## src/hdl/urc_pkg.sv

```systemverilog
`default_nettype none
// ----------------------------------------------------------------------------
// Ultrasonic range conditioner package
// Word types, register map, arithmetic constants and window sizing shared by
// the front end, the queue, the back end and the checker.
// ----------------------------------------------------------------------------
package urc_pkg;

  localparam int DUR_W      = 16;
  localparam int DIST_W     = 13;
  localparam int CNT_W      = 8;
  localparam int CFG_ADDR_W = 3;
  localparam int CFG_DATA_W = 16;

  // Speed of sound in mm/s per 1000: SOS_BASE + SOS_SLOPE * temperature.
  localparam int SOS_W  = 19;
  localparam int SOSX_W = 20;
  localparam logic [SOSX_W-1:0] SOS_BASE  = 20'd331300;
  localparam logic [SOSX_W-1:0] SOS_SLOPE = 20'd606;

  // Product of duration and speed, and the range limits on it.
  localparam int P_W = 35;
  localparam logic [P_W-1:0] RANGE_LO   = 35'd40000000;
  localparam logic [P_W-1:0] RANGE_HI   = 35'd8000000000;
  localparam logic [P_W-1:0] ROUND_HALF = 35'd625000;

  // Division by 1250000 = 16 * 78125, the second factor by reciprocal.
  localparam int X_W      = 29;
  localparam int RECIP_W  = 24;
  localparam int PROD_W   = X_W + RECIP_W;
  localparam int RECIP_SH = 40;
  localparam int QM_W     = 30;
  localparam logic [RECIP_W-1:0] RECIP_M = 24'd14073748;
  localparam logic [16:0]        DIV_RES = 17'd78125;

  localparam logic [DIST_W-1:0] CONFIRM_Q4  = 13'd240;
  localparam logic [CNT_W-1:0]  DEGRADE_RUN = 8'd3;
  localparam logic [CNT_W-1:0]  CNT_MAX     = 8'hFF;
  localparam logic [DIST_W-1:0] LAST_RESET  = 13'd480;

  localparam int WINDOW    = 5;
  localparam int WIN_IDX_W = $clog2(WINDOW);
  localparam int WIN_CNT_W = $clog2(WINDOW + 1);
  localparam int MED_RANK  = WINDOW / 2;

  localparam int QDEPTH  = 2;
  localparam int QPTR_W  = $clog2(QDEPTH);
  localparam int QCNT_W  = $clog2(QDEPTH + 1);

  localparam int PING_W = 2;
  localparam int PINGS  = 3;

  typedef enum logic [CFG_ADDR_W-1:0] {
    CFG_AMBIENT_TEMP       = 3'd0,
    CFG_ECHO_TIMEOUT       = 3'd1,
    CFG_JUMP_LIMIT         = 3'd2,
    CFG_STILL_BAND         = 3'd3,
    CFG_STUCK_LIMIT        = 3'd4,
    CFG_FAIL_LIMIT         = 3'd5,
    CFG_OBSTACLE_THRESHOLD = 3'd6
  } cfg_reg_e;

  typedef enum logic [1:0] {
    HEALTH_OK       = 2'd0,
    HEALTH_DEGRADED = 2'd1,
    HEALTH_FAILED   = 2'd2
  } health_e;

  typedef enum logic [1:0] {
    F_IDLE,
    F_ISSUE,
    F_WAIT,
    F_PUSH
  } front_state_e;

  typedef enum logic [1:0] {
    B_IDLE,
    B_EVAL,
    B_SCAN
  } back_state_e;

  typedef struct packed {
    logic signed [7:0]  ambient_temp;
    logic [DUR_W-1:0]   echo_timeout;
    logic [DIST_W-1:0]  jump_limit;
    logic [DIST_W-1:0]  still_band;
    logic [CNT_W-1:0]   stuck_limit;
    logic [CNT_W-1:0]   fail_limit;
    logic [DIST_W-1:0]  obstacle_threshold;
  } cfg_t;

  typedef struct packed {
    logic [DUR_W-1:0] echo_time_a;
    logic [DUR_W-1:0] echo_time_b;
    logic [DUR_W-1:0] echo_time_c;
  } in_word_t;

  typedef struct packed {
    logic [DIST_W-1:0] distance_q4;
    logic              distance_valid;
    logic              held_value;
    logic [1:0]        sensor_health;
    logic              obstacle_near;
  } out_word_t;

  typedef struct packed {
    logic              fail;
    logic [DIST_W-1:0] raw;
  } qword_t;

endpackage
`default_nettype wire

```

## src/hdl/urc_front.sv

```systemverilog
`default_nettype none
// ----------------------------------------------------------------------------
// Ultrasonic range conditioner front end
// Converts the three echo durations of a word through one shared pipelined
// converter and merges the valid pings into one raw distance or a failure.
// ----------------------------------------------------------------------------
module urc_front import urc_pkg::*; (
  input  logic     clk_i,
  input  logic     rst_ni,
  input  cfg_t     cfg_i,
  input  logic     push_i,
  output logic     full_o,
  input  in_word_t in_word_i,
  output logic     q_push_o,
  input  logic     q_full_i,
  output qword_t   q_word_o
);

  front_state_e state_q, state_d;
  in_word_t     in_q;
  logic         in_we;
  logic [PING_W-1:0] iss_q, iss_d;
  logic         issue;

  logic [SOSX_W-1:0] sos_w;
  logic [SOS_W-1:0]  sos;
  logic [DUR_W-1:0]  dur;
  logic              dur_ok;

  logic              s1_vld_q, s2_vld_q, s3_vld_q, s4_vld_q;
  logic              s1_ok_q, s2_ok_q, s3_ok_q, s4_ok_q;
  logic [PING_W-1:0] s1_idx_q, s2_idx_q, s3_idx_q, s4_idx_q;
  logic [P_W-1:0]    s1_p_q;
  logic [P_W-1:0]    p_round;
  logic [X_W-1:0]    s2_x_q, s3_x_q, s4_x_q;
  logic [PROD_W-1:0] recip_prod;
  logic [DIST_W-1:0] s3_qe_q, s4_qe_q;
  logic [X_W-1:0]    s4_qm_q;
  logic [X_W-1:0]    rem;
  logic [DIST_W-1:0] q_fix;

  logic [DIST_W-1:0] res_q [PINGS];
  logic [PINGS-1:0]  rok_q;

  function automatic logic [DIST_W-1:0] min2(input logic [DIST_W-1:0] a,
                                             input logic [DIST_W-1:0] b);
    return (a < b) ? a : b;
  endfunction

  function automatic logic [DIST_W-1:0] med3(input logic [DIST_W-1:0] a,
                                             input logic [DIST_W-1:0] b,
                                             input logic [DIST_W-1:0] c);
    logic [DIST_W-1:0] lo;
    logic [DIST_W-1:0] hi;
    lo = (a < b) ? a : b;
    hi = (a < b) ? b : a;
    return (c < lo) ? lo : ((c > hi) ? hi : c);
  endfunction

  always_ff @(posedge clk_i or negedge rst_ni) begin
    if (!rst_ni) begin
      state_q <= F_IDLE;
      iss_q   <= '0;
    end else begin
      state_q <= state_d;
      iss_q   <= iss_d;
    end
  end

  always_comb begin
    state_d  = state_q;
    iss_d    = iss_q;
    in_we    = 1'b0;
    issue    = 1'b0;
    q_push_o = 1'b0;
    full_o   = 1'b1;
    unique case (state_q)
      F_IDLE: begin
        full_o = 1'b0;
        if (push_i) begin
          in_we   = 1'b1;
          iss_d   = '0;
          state_d = F_ISSUE;
        end
      end
      F_ISSUE: begin
        issue = 1'b1;
        iss_d = iss_q + 1'b1;
        if (iss_q == PING_W'(PINGS - 1)) begin
          state_d = F_WAIT;
        end
      end
      F_WAIT: begin
        if (s4_vld_q && (s4_idx_q == PING_W'(PINGS - 1))) begin
          state_d = F_PUSH;
        end
      end
      F_PUSH: begin
        if (!q_full_i) begin
          q_push_o = 1'b1;
          state_d  = F_IDLE;
        end
      end
      default: state_d = F_IDLE;
    endcase
  end

  always_ff @(posedge clk_i) begin
    if (in_we) begin
      in_q <= in_word_i;
    end
  end

  assign sos_w = SOS_BASE + SOS_SLOPE * {{(SOSX_W - 8){cfg_i.ambient_temp[7]}},
                                         cfg_i.ambient_temp};
  assign sos   = sos_w[SOS_W-1:0];

  always_comb begin
    unique case (iss_q)
      2'd0:    dur = in_q.echo_time_a;
      2'd1:    dur = in_q.echo_time_b;
      default: dur = in_q.echo_time_c;
    endcase
  end

  assign dur_ok     = (dur != '0) && (dur <= cfg_i.echo_timeout);
  assign p_round    = s1_p_q + ROUND_HALF;
  assign recip_prod = PROD_W'(s2_x_q) * PROD_W'(RECIP_M);
  assign rem        = s4_x_q - s4_qm_q;
  assign q_fix      = (rem >= X_W'(DIV_RES)) ? s4_qe_q + 1'b1 : s4_qe_q;

  always_ff @(posedge clk_i or negedge rst_ni) begin
    if (!rst_ni) begin
      s1_vld_q <= 1'b0;
      s2_vld_q <= 1'b0;
      s3_vld_q <= 1'b0;
      s4_vld_q <= 1'b0;
    end else begin
      s1_vld_q <= issue;
      s2_vld_q <= s1_vld_q;
      s3_vld_q <= s2_vld_q;
      s4_vld_q <= s3_vld_q;
    end
  end

  always_ff @(posedge clk_i) begin
    s1_ok_q  <= dur_ok;
    s1_idx_q <= iss_q;
    s1_p_q   <= P_W'(dur) * P_W'(sos);

    s2_ok_q  <= s1_ok_q && (s1_p_q >= RANGE_LO) && (s1_p_q <= RANGE_HI);
    s2_idx_q <= s1_idx_q;
    s2_x_q   <= p_round[X_W+3:4];

    s3_ok_q  <= s2_ok_q;
    s3_idx_q <= s2_idx_q;
    s3_x_q   <= s2_x_q;
    s3_qe_q  <= recip_prod[RECIP_SH+DIST_W-1:RECIP_SH];

    s4_ok_q  <= s3_ok_q;
    s4_idx_q <= s3_idx_q;
    s4_x_q   <= s3_x_q;
    s4_qe_q  <= s3_qe_q;
    s4_qm_q  <= X_W'(QM_W'(s3_qe_q) * QM_W'(DIV_RES));

    if (s4_vld_q) begin
      res_q[s4_idx_q] <= s4_ok_q ? q_fix : '0;
      rok_q[s4_idx_q] <= s4_ok_q;
    end
  end

  always_comb begin
    q_word_o.fail = 1'b0;
    unique case (rok_q)
      3'b000: begin
        q_word_o.fail = 1'b1;
        q_word_o.raw  = '0;
      end
      3'b001:  q_word_o.raw = res_q[0];
      3'b010:  q_word_o.raw = res_q[1];
      3'b100:  q_word_o.raw = res_q[2];
      3'b011:  q_word_o.raw = min2(res_q[0], res_q[1]);
      3'b101:  q_word_o.raw = min2(res_q[0], res_q[2]);
      3'b110:  q_word_o.raw = min2(res_q[1], res_q[2]);
      default: q_word_o.raw = med3(res_q[0], res_q[1], res_q[2]);
    endcase
  end

endmodule
`default_nettype wire

```

## src/hdl/urc_fifo.sv

```systemverilog
`default_nettype none
// ----------------------------------------------------------------------------
// Ultrasonic range conditioner word queue
// Short queue of merged words between the front end and the back end.
// ----------------------------------------------------------------------------
module urc_fifo import urc_pkg::*; (
  input  logic   clk_i,
  input  logic   rst_ni,
  input  logic   push_i,
  input  qword_t wdata_i,
  output logic   full_o,
  input  logic   pop_i,
  output qword_t rdata_o,
  output logic   empty_o
);

  qword_t             mem_q [QDEPTH];
  logic [QPTR_W-1:0]  wptr_q, rptr_q;
  logic [QCNT_W-1:0]  cnt_q;
  logic               do_push, do_pop;

  assign full_o  = (cnt_q == QCNT_W'(QDEPTH));
  assign empty_o = (cnt_q == '0);
  assign do_push = push_i && !full_o;
  assign do_pop  = pop_i && !empty_o;
  assign rdata_o = mem_q[rptr_q];

  always_ff @(posedge clk_i or negedge rst_ni) begin
    if (!rst_ni) begin
      wptr_q <= '0;
      rptr_q <= '0;
      cnt_q  <= '0;
    end else begin
      if (do_push) begin
        wptr_q <= (wptr_q == QPTR_W'(QDEPTH - 1)) ? '0 : wptr_q + 1'b1;
      end
      if (do_pop) begin
        rptr_q <= (rptr_q == QPTR_W'(QDEPTH - 1)) ? '0 : rptr_q + 1'b1;
      end
      if (do_push && !do_pop) begin
        cnt_q <= cnt_q + 1'b1;
      end else if (do_pop && !do_push) begin
        cnt_q <= cnt_q - 1'b1;
      end
    end
  end

  always_ff @(posedge clk_i) begin
    if (do_push) begin
      mem_q[wptr_q] <= wdata_i;
    end
  end

endmodule
`default_nettype wire

```

## src/hdl/urc_back.sv

```systemverilog
`default_nettype none
// ----------------------------------------------------------------------------
// Ultrasonic range conditioner back end
// Health tracking, spike hold, stuck detection and the rolling median, with
// the output register that holds one result word.
// ----------------------------------------------------------------------------
module urc_back import urc_pkg::*; (
  input  logic      clk_i,
  input  logic      rst_ni,
  input  cfg_t      cfg_i,
  input  logic      q_empty_i,
  input  qword_t    q_word_i,
  output logic      q_pop_o,
  output logic      empty_o,
  input  logic      pop_i,
  output out_word_t out_word_o
);

  back_state_e       state_q, state_d;
  qword_t            wrd_q, wrd_d;
  logic [DIST_W-1:0] last_q, last_d;
  logic [DIST_W-1:0] pend_q, pend_d;
  logic              pend_vld_q, pend_vld_d;
  logic [CNT_W-1:0]  fail_run_q, fail_run_d;
  logic [CNT_W-1:0]  stuck_run_q, stuck_run_d;
  health_e           health_q, health_d, health_h;
  logic [DIST_W-1:0] win_q [WINDOW];
  logic              win_we;
  logic [WIN_IDX_W-1:0] wpos_q, wpos_d;
  logic              wfull_q, wfull_d;
  logic [WIN_IDX_W-1:0] scan_q, scan_d;
  out_word_t         out_q, out_d;
  logic              out_vld_q, out_vld_d;

  logic [DIST_W-1:0] diff_la, diff_pd;
  logic [CNT_W-1:0]  fr_inc, sr_inc;
  logic              spike, go_on;
  logic [DIST_W-1:0] cand;
  logic [WIN_CNT_W-1:0] lt_cnt, le_cnt;

  function automatic logic [DIST_W-1:0] absdiff(input logic [DIST_W-1:0] a,
                                                input logic [DIST_W-1:0] b);
    return (a > b) ? a - b : b - a;
  endfunction

  function automatic out_word_t mk_out(input logic [DIST_W-1:0] dval,
                                       input logic valid, input logic held,
                                       input health_e hl,
                                       input logic [DIST_W-1:0] obst);
    out_word_t o;
    o.distance_q4    = valid ? dval : '0;
    o.distance_valid = valid;
    o.held_value     = valid && held;
    o.sensor_health  = hl;
    o.obstacle_near  = valid && (dval < obst);
    return o;
  endfunction

  assign diff_la = absdiff(wrd_q.raw, last_q);
  assign diff_pd = absdiff(wrd_q.raw, pend_q);
  assign fr_inc  = (fail_run_q == CNT_MAX) ? fail_run_q : fail_run_q + 1'b1;
  assign sr_inc  = (stuck_run_q == CNT_MAX) ? stuck_run_q : stuck_run_q + 1'b1;
  assign spike   = (diff_la > cfg_i.jump_limit) && (last_q != '0);
  assign cand    = win_q[scan_q];

  always_comb begin
    lt_cnt = '0;
    le_cnt = '0;
    for (int i = 0; i < WINDOW; i++) begin
      lt_cnt = lt_cnt + WIN_CNT_W'(win_q[i] < cand);
      le_cnt = le_cnt + WIN_CNT_W'(win_q[i] <= cand);
    end
  end

  always_ff @(posedge clk_i or negedge rst_ni) begin
    if (!rst_ni) begin
      state_q     <= B_IDLE;
      last_q      <= LAST_RESET;
      pend_q      <= '0;
      pend_vld_q  <= 1'b0;
      fail_run_q  <= '0;
      stuck_run_q <= '0;
      health_q    <= HEALTH_OK;
      wpos_q      <= '0;
      wfull_q     <= 1'b0;
      scan_q      <= '0;
      out_vld_q   <= 1'b0;
    end else begin
      state_q     <= state_d;
      last_q      <= last_d;
      pend_q      <= pend_d;
      pend_vld_q  <= pend_vld_d;
      fail_run_q  <= fail_run_d;
      stuck_run_q <= stuck_run_d;
      health_q    <= health_d;
      wpos_q      <= wpos_d;
      wfull_q     <= wfull_d;
      scan_q      <= scan_d;
      out_vld_q   <= out_vld_d;
    end
  end

  always_ff @(posedge clk_i) begin
    wrd_q <= wrd_d;
    out_q <= out_d;
    if (win_we) begin
      win_q[wpos_q] <= wrd_q.raw;
    end
  end

  always_comb begin
    state_d     = state_q;
    wrd_d       = wrd_q;
    last_d      = last_q;
    pend_d      = pend_q;
    pend_vld_d  = pend_vld_q;
    fail_run_d  = fail_run_q;
    stuck_run_d = stuck_run_q;
    health_d    = health_q;
    health_h    = health_q;
    wpos_d      = wpos_q;
    wfull_d     = wfull_q;
    scan_d      = scan_q;
    out_d       = out_q;
    out_vld_d   = out_vld_q && !pop_i;
    win_we      = 1'b0;
    q_pop_o     = 1'b0;
    go_on       = 1'b0;
    unique case (state_q)
      B_IDLE: begin
        if (!q_empty_i && !out_vld_q) begin
          q_pop_o = 1'b1;
          wrd_d   = q_word_i;
          state_d = B_EVAL;
        end
      end
      B_EVAL: begin
        state_d = B_IDLE;
        if (wrd_q.fail) begin
          fail_run_d = fr_inc;
          if (fr_inc >= cfg_i.fail_limit) begin
            health_d = HEALTH_FAILED;
          end else if (fr_inc >= DEGRADE_RUN) begin
            health_d = HEALTH_DEGRADED;
          end
          out_d     = mk_out('0, 1'b0, 1'b0, health_d, cfg_i.obstacle_threshold);
          out_vld_d = 1'b1;
        end else begin
          if (spike) begin
            if (!pend_vld_q) begin
              pend_d     = wrd_q.raw;
              pend_vld_d = 1'b1;
              out_d      = mk_out(last_q, 1'b1, 1'b1, health_q,
                                  cfg_i.obstacle_threshold);
              out_vld_d  = 1'b1;
            end else if (diff_pd < CONFIRM_Q4) begin
              pend_d     = '0;
              pend_vld_d = 1'b0;
              go_on      = 1'b1;
            end else begin
              pend_d    = wrd_q.raw;
              out_d     = mk_out(last_q, 1'b1, 1'b1, health_q,
                                 cfg_i.obstacle_threshold);
              out_vld_d = 1'b1;
            end
          end else begin
            pend_d     = '0;
            pend_vld_d = 1'b0;
            go_on      = 1'b1;
          end
          if (go_on) begin
            if (diff_la < cfg_i.still_band) begin
              stuck_run_d = sr_inc;
            end else begin
              stuck_run_d = '0;
              if (health_q == HEALTH_FAILED) begin
                health_h = HEALTH_OK;
              end
            end
            if ((diff_la < cfg_i.still_band) && (sr_inc >= cfg_i.stuck_limit)) begin
              health_d  = HEALTH_FAILED;
              out_d     = mk_out('0, 1'b0, 1'b0, HEALTH_FAILED,
                                 cfg_i.obstacle_threshold);
              out_vld_d = 1'b1;
            end else begin
              health_d   = (health_h == HEALTH_DEGRADED) ? HEALTH_OK : health_h;
              last_d     = wrd_q.raw;
              fail_run_d = '0;
              win_we     = 1'b1;
              if (wpos_q == WIN_IDX_W'(WINDOW - 1)) begin
                wpos_d  = '0;
                wfull_d = 1'b1;
              end else begin
                wpos_d = wpos_q + 1'b1;
              end
              if (wfull_q || (wpos_q == WIN_IDX_W'(WINDOW - 1))) begin
                scan_d  = '0;
                state_d = B_SCAN;
              end else begin
                out_d     = mk_out(wrd_q.raw, 1'b1, 1'b0, health_d,
                                   cfg_i.obstacle_threshold);
                out_vld_d = 1'b1;
              end
            end
          end
        end
      end
      B_SCAN: begin
        if (((lt_cnt <= WIN_CNT_W'(MED_RANK)) && (le_cnt > WIN_CNT_W'(MED_RANK)))
            || (scan_q == WIN_IDX_W'(WINDOW - 1))) begin
          out_d     = mk_out(cand, 1'b1, 1'b0, health_q, cfg_i.obstacle_threshold);
          out_vld_d = 1'b1;
          state_d   = B_IDLE;
        end else begin
          scan_d = scan_q + 1'b1;
        end
      end
      default: state_d = B_IDLE;
    endcase
  end

  assign empty_o    = !out_vld_q;
  assign out_word_o = out_q;

endmodule
`default_nettype wire

```

## src/hdl/ultrasonic_range_conditioner_core.sv

```systemverilog
// Path: the front end registers a word and runs its three pings through one
// shared converter; the merged word passes the queue, the back end evaluation,
// the median scan once the window is full, and the output register. The front
// end takes no new word until the last one has been pushed into the queue.
// Reset: asynchronous, active low; clears control state and loads the register
// defaults. The window contents are undefined until written; nothing clears them.
`default_nettype none
// ----------------------------------------------------------------------------
// Ultrasonic range conditioner
// Converts three echo durations into a conditioned distance with health,
// spike hold, stuck detection and a rolling median.
// ----------------------------------------------------------------------------
module ultrasonic_range_conditioner_core import urc_pkg::*; (
  input  logic                  clk_i,
  input  logic                  rst_ni,
  input  logic                  push,
  output logic                  full,
  input  in_word_t              in_word_i,
  output logic                  empty,
  input  logic                  pop,
  output out_word_t             out_word_o,
  input  logic                  cfg_we_i,
  input  logic [CFG_ADDR_W-1:0] cfg_addr_i,
  input  logic [CFG_DATA_W-1:0] cfg_wdata_i
);

  cfg_t   cfg_q;
  logic   fq_push, fq_full, fq_pop, fq_empty;
  qword_t fq_wdata, fq_rdata;

  always_ff @(posedge clk_i or negedge rst_ni) begin
    if (!rst_ni) begin
      cfg_q.ambient_temp       <= 8'sd25;
      cfg_q.echo_timeout       <= 16'd30000;
      cfg_q.jump_limit         <= 13'd480;
      cfg_q.still_band         <= 13'd8;
      cfg_q.stuck_limit        <= 8'd20;
      cfg_q.fail_limit         <= 8'd10;
      cfg_q.obstacle_threshold <= 13'd480;
    end else if (cfg_we_i) begin
      unique case (cfg_reg_e'(cfg_addr_i))
        CFG_AMBIENT_TEMP:       cfg_q.ambient_temp       <= cfg_wdata_i[7:0];
        CFG_ECHO_TIMEOUT:       cfg_q.echo_timeout       <= cfg_wdata_i;
        CFG_JUMP_LIMIT:         cfg_q.jump_limit         <= cfg_wdata_i[DIST_W-1:0];
        CFG_STILL_BAND:         cfg_q.still_band         <= cfg_wdata_i[DIST_W-1:0];
        CFG_STUCK_LIMIT:        cfg_q.stuck_limit        <= cfg_wdata_i[CNT_W-1:0];
        CFG_FAIL_LIMIT:         cfg_q.fail_limit         <= cfg_wdata_i[CNT_W-1:0];
        CFG_OBSTACLE_THRESHOLD: cfg_q.obstacle_threshold <= cfg_wdata_i[DIST_W-1:0];
        default: ;
      endcase
    end
  end

  urc_front u_front (
    .clk_i     (clk_i),
    .rst_ni    (rst_ni),
    .cfg_i     (cfg_q),
    .push_i    (push),
    .full_o    (full),
    .in_word_i (in_word_i),
    .q_push_o  (fq_push),
    .q_full_i  (fq_full),
    .q_word_o  (fq_wdata)
  );

  urc_fifo u_fifo (
    .clk_i   (clk_i),
    .rst_ni  (rst_ni),
    .push_i  (fq_push),
    .wdata_i (fq_wdata),
    .full_o  (fq_full),
    .pop_i   (fq_pop),
    .rdata_o (fq_rdata),
    .empty_o (fq_empty)
  );

  urc_back u_back (
    .clk_i      (clk_i),
    .rst_ni     (rst_ni),
    .cfg_i      (cfg_q),
    .q_empty_i  (fq_empty),
    .q_word_i   (fq_rdata),
    .q_pop_o    (fq_pop),
    .empty_o    (empty),
    .pop_i      (pop),
    .out_word_o (out_word_o)
  );

endmodule
`default_nettype wire

```

## config.mk

```make
export PLATFORM = sky130hd
export DESIGN_NAME = ultrasonic_range_conditioner_core
export DESIGN_NICKNAME = d
export VERILOG_FILES = /design/src/hdl/urc_pkg.sv /design/src/hdl/urc_front.sv /design/src/hdl/urc_fifo.sv /design/src/hdl/urc_back.sv /design/src/hdl/ultrasonic_range_conditioner_core.sv
export SDC_FILE = /design/constraint.sdc
export NUM_CORES = 2
export LEC_CHECK = 0
export ABC_AREA = 1
export BUFFER_PORTS_ARGS = -buffer_cell sky130_fd_sc_hd__buf_2
export CAP_MARGIN = 20
export CORE_ASPECT_RATIO = 1.4
export CORE_MARGIN = 2
export CORE_UTILIZATION = 40
export CTS_BUF_LIST = sky130_fd_sc_hd__clkbuf_16
export DETAILED_ROUTE_END_ITERATION = 7
export PLACE_DENSITY = 0.52
export SLEW_MARGIN = 0
export SYNTH_ARGS = -nofsm -noshare
export SYNTH_HDL_FRONTEND = slang
export SYNTH_HIERARCHICAL = 1
export SYNTH_SLANG_ARGS = --single-unit
```

## constraint.sdc

```tcl
create_clock -name clk_i -period 12.4 [get_ports clk_i]
set_clock_uncertainty 0.15 [all_clocks]
set_input_delay 0 -clock clk_i [delete_from_list [all_inputs] [get_ports clk_i]]
set_output_delay 0 -clock clk_i [all_outputs]
set_load 0.1 [all_outputs]
```

==> run_results.csv <==
group,metric,value,unit
floorplan,coreArea,150000,sq um
placement,routabilityCongestion,0.940,
timing,setup_tns,0,ns
timing,finalMaxSlewViolations,0,
clock_tree,h-tree-depth,3,
global_routing,overflow,0,
synth,synthArstFlopShare,0.249,
clock_tree,cts_root_buf,"clkbuf_16",
synth,synthFlopType,"edfxtp_1",
synth,netlist_instances,7086,
timing,whs,0.0741,ns
timing,setup_viol,0,
synth,ys_ff_latch,586,
setup_path,cp.arrival,10.62,ns
drt,drt-total-wl,182,mm
floorplan,fp-row-count,168,
timing,hold_viol_final,0,
global_routing,track_usage,0.239,
clock_tree,cts_inserted_buffers,68,
timing,slew_headroom,0.301,
placement,dp_hpwl,150,mm
clock_tree,cts.clk_slew.worst_paths,0.06,ns
min_path,hold_path.class,"input pin to flop",
setup_path,slowest_stage,"dfrtp_1",
setup_path,path_depth,38,
finish,nFillCells,15000,
clock_tree,cts_tree,"built",
synth,yosys_warnings,6,
drt,avgRoutedWirePerCell,19.4,microns
clock_tree,cts.sinks,586,
finish,final_layout_size_suffix_gt1_frac,0.0531,
setup_path,crit_path_max_incr_delay,0.67,ns
synth,synth_area_per_cell,8.50,sq um
setup_path,cpMostUsedCell,"fa_1",
job,cap_violations,0,
min_path,worstHoldPathCells,4,
synth,syn_nets,8571,
setup_path,required,12.84,ns
setup_path,critical_path_class,"flop to flop",
setup_path,path_max_fanout,14,
global_routing,grt_pass1_vias,49300,
floorplan,initial_core_util,0.402,
finish,regArea,15000,sq um
setup_path,crit_path_end_kind,"flop",
synth,ys_types,76,
clock_tree,cts_max_path_buffers,3,
floorplan,die_h,463,microns
timing,tightest_slew,1.04,ns
timing,fin_ws,2.22,ns
placement,placed_area,63100,sq um
finish,stdcell_area,66800,sq um
setup_path,critPathTopFamily,"adder cells",
drt,drtIter0Drc,2770,
clock_tree,clk_latency,0.70,ns
setup_path,crit_buf_inv,7,
drt,dr.pass1.iters,5,
floorplan,io_pins,92,
finish,fin_nets,8826,
floorplan,chipWidth,332,microns
finish,multi_input_area,39100,sq um
finish,area_growth,11.0,%
drt,avgViaCountPerCell,5.07,
synth,synth_area,60200,sq um
global_routing,grt_pass1_wl,285,mm
timing,timing.final.crit_share,0.821,
timing,period_needed,10.18,ns
floorplan,dieArea,154000,sq um
run_status,outcome,"completed",
global_routing,antenna_found_initial,5,
synth,ys_seq_area_frac,0.250,
timing,rsz0062_at_grt,"no",
global_routing,grt_max_degree,60,
synth,synth-edff-count,254,
clock_tree,cts_resized,0,
placement,place_ws,2.22,ns
setup_path,rr_worst_depth,38,
timing,fmax,0.0982,GHz
drt,num_vias,47400,
setup_path,crit_path_start_kind,"flop",
drt,remaining_drc_errors,0,
placement,io_buffers,91,
drt,final_antenna_net_count,0,
cells in the final DEF, fill, tap and decap left out, types with 22 or more instances in the layout:
cell type	instances
a21o_1	23
dfstp_2	27
dfxtp_1	186
nor2_1	504
a31oi_1	25
nor3_1	45
nand3_1	274
nor4_1	30
nand2_2	22
clkinv_1	26
edfxtp_1	254
ha_1	777
clkbuf_16	69
a21oi_1	336
nand4_1	70
xnor2_1	45
xor2_1	106
o22ai_1	26
o21ai_0	301
buf_4	55
nor2_2	29
fa_1	636
o221ai_1	30
nand2_1	1426
inv_1	1475
buf_2	90
dfrtp_1	119
dlygate4sd3_1	147
synth_stat cells (all sizes together), types with 3 or more instances:
master | n | area (sq um)
xnor2 | 45 | 394
a21o | 23 | 173
o21ai | 307 | 1540
a31oi | 25 | 156
or2 | 9 | 56.3
o31ai | 7 | 52.6
a221oi | 5 | 43.8
nor4 | 31 | 200
mux2i | 3 | 30.0
o22ai | 26 | 163
dfstp | 27 | 709
nand3 | 284 | 1480
o211ai | 12 | 90.1
dfrtp | 119 | 2980
nand2 | 1453 | 5550
dfxtp | 186 | 3720
a211oi | 11 | 82.6
inv | 1480 | 5560
o2111ai | 4 | 35.0
clkbuf | 72 | 272
xor2 | 106 | 928
and2 | 4 | 26.3
fa | 636 | 12700
nor3 | 52 | 277
a21boi | 10 | 75.1
nand3b | 12 | 90.1
nand4 | 70 | 438
a21oi | 341 | 1730
ha | 777 | 9720
edfxtp | 254 | 7630
o21a | 15 | 113
o221ai | 30 | 263
nor2 | 540 | 2140
o21bai | 18 | 139
a22o | 16 | 140
buf | 37 | 226
clkinv | 17 | 63.8
metal layers:
layer	global-route usage	vias up	wire, microns
li1	-	23000	-
met1	0.271	23000	70100
met2	0.453	1040	97200
met3	0.0195	338	5710
met4	0.110	2	8640
met5	0	-	13
worst register-to-register path, delay by kind of cell (launching register included):
kind                     cells  cell delay [ns]
AO/OA/AOI/OAI                4             0.97
buffers and inverters        7             0.62
flip-flops                   1             0.67
AND/OR/NAND/NOR             12             1.47
adder cells (fa/ha/maj)     12             5.51
XOR/XNOR                     3             0.73
area by class of cell:
type                    count  area share
repair buffers            294      0.0354
well taps                1955      0.0366
multi-input cells        4894       0.585
clock inverters            56     0.00824
flip-flops and latches    586       0.225
diodes                      3    0.000112
inverters                1497      0.0841
clock buffers              69      0.0258
through the flow:
step / util / cells
CTS: 0.447 / 9351
floorplan: - / 7086
finish: 0.447 / 9354
global route: 0.447 / 9353
detailed placement: 0.421 / 9078
global placement: 0.421 / 9078
kinds of logic (layout without fill, tap and decap cells):
group / count (synthesis) / after routing / share of synthesized area
simple gates: 2463 / 2463 / 0.171
buf+inv: 1606 / 1916 / 0.102
fa+ha+maj: 1413 / 1413 / 0.373
compound gates: 863 / 863 / 0.0816
flops: 586 / 586 / 0.250
xor+xnor: 151 / 151 / 0.0220
mux: 4 / 4 / 0.000686
other cells: 0 / 3 / 0
state kept, by name (all words and copies together) (netlist names), 3 cells and up:
name,count
cfg_q,79
u_back/fail_run_q,8
u_back/last_q,13
u_back/out_word_o,18
u_back/pend_q,13
u_back/scan_q,3
u_back/stuck_run_q,8
u_back/win_q,104
u_back/wpos_q,3
u_back/wrd_q,14
u_fifo/mem_q,28
u_front/in_q,48
u_front/res_q,39
u_front/rok_q,3
u_front/s1_p_q,34
u_front/s2_x_q,29
u_front/s3_qe_q,13
u_front/s3_x_q,29
u_front/s4_qe_q,11
u_front/s4_qm_q,29
u_front/s4_x_q,29
final timing paths:
check	startpoint	end	slack [ns]
worst min register to register	u_front/s3_x_q[2]	u_front/s4_x_q[2]	0.17
max in group asynchronous	rst_ni	u_front/s1_vld_q	10.97
worst min-delay path	cfg_wdata_i[8]	cfg_q[37]	0.07
worst max register to register	cfg_q[78]	u_front/s1_p_q[26]	2.22
min in group asynchronous	rst_ni	u_back/pend_q[10]	0.26
worst max-delay path	cfg_q[78]	u_front/s1_p_q[26]	2.22
timing repair:
item / CTS / global route
buffers inserted: 0 / 0
hold buffers: 148 / 0
setup endpoints to repair: 0 / 0
hold endpoints to repair: 253 / 0
Power is not shown: default switching activity piles up to over one toggle a cycle in this logic, so the estimate is an artifact.
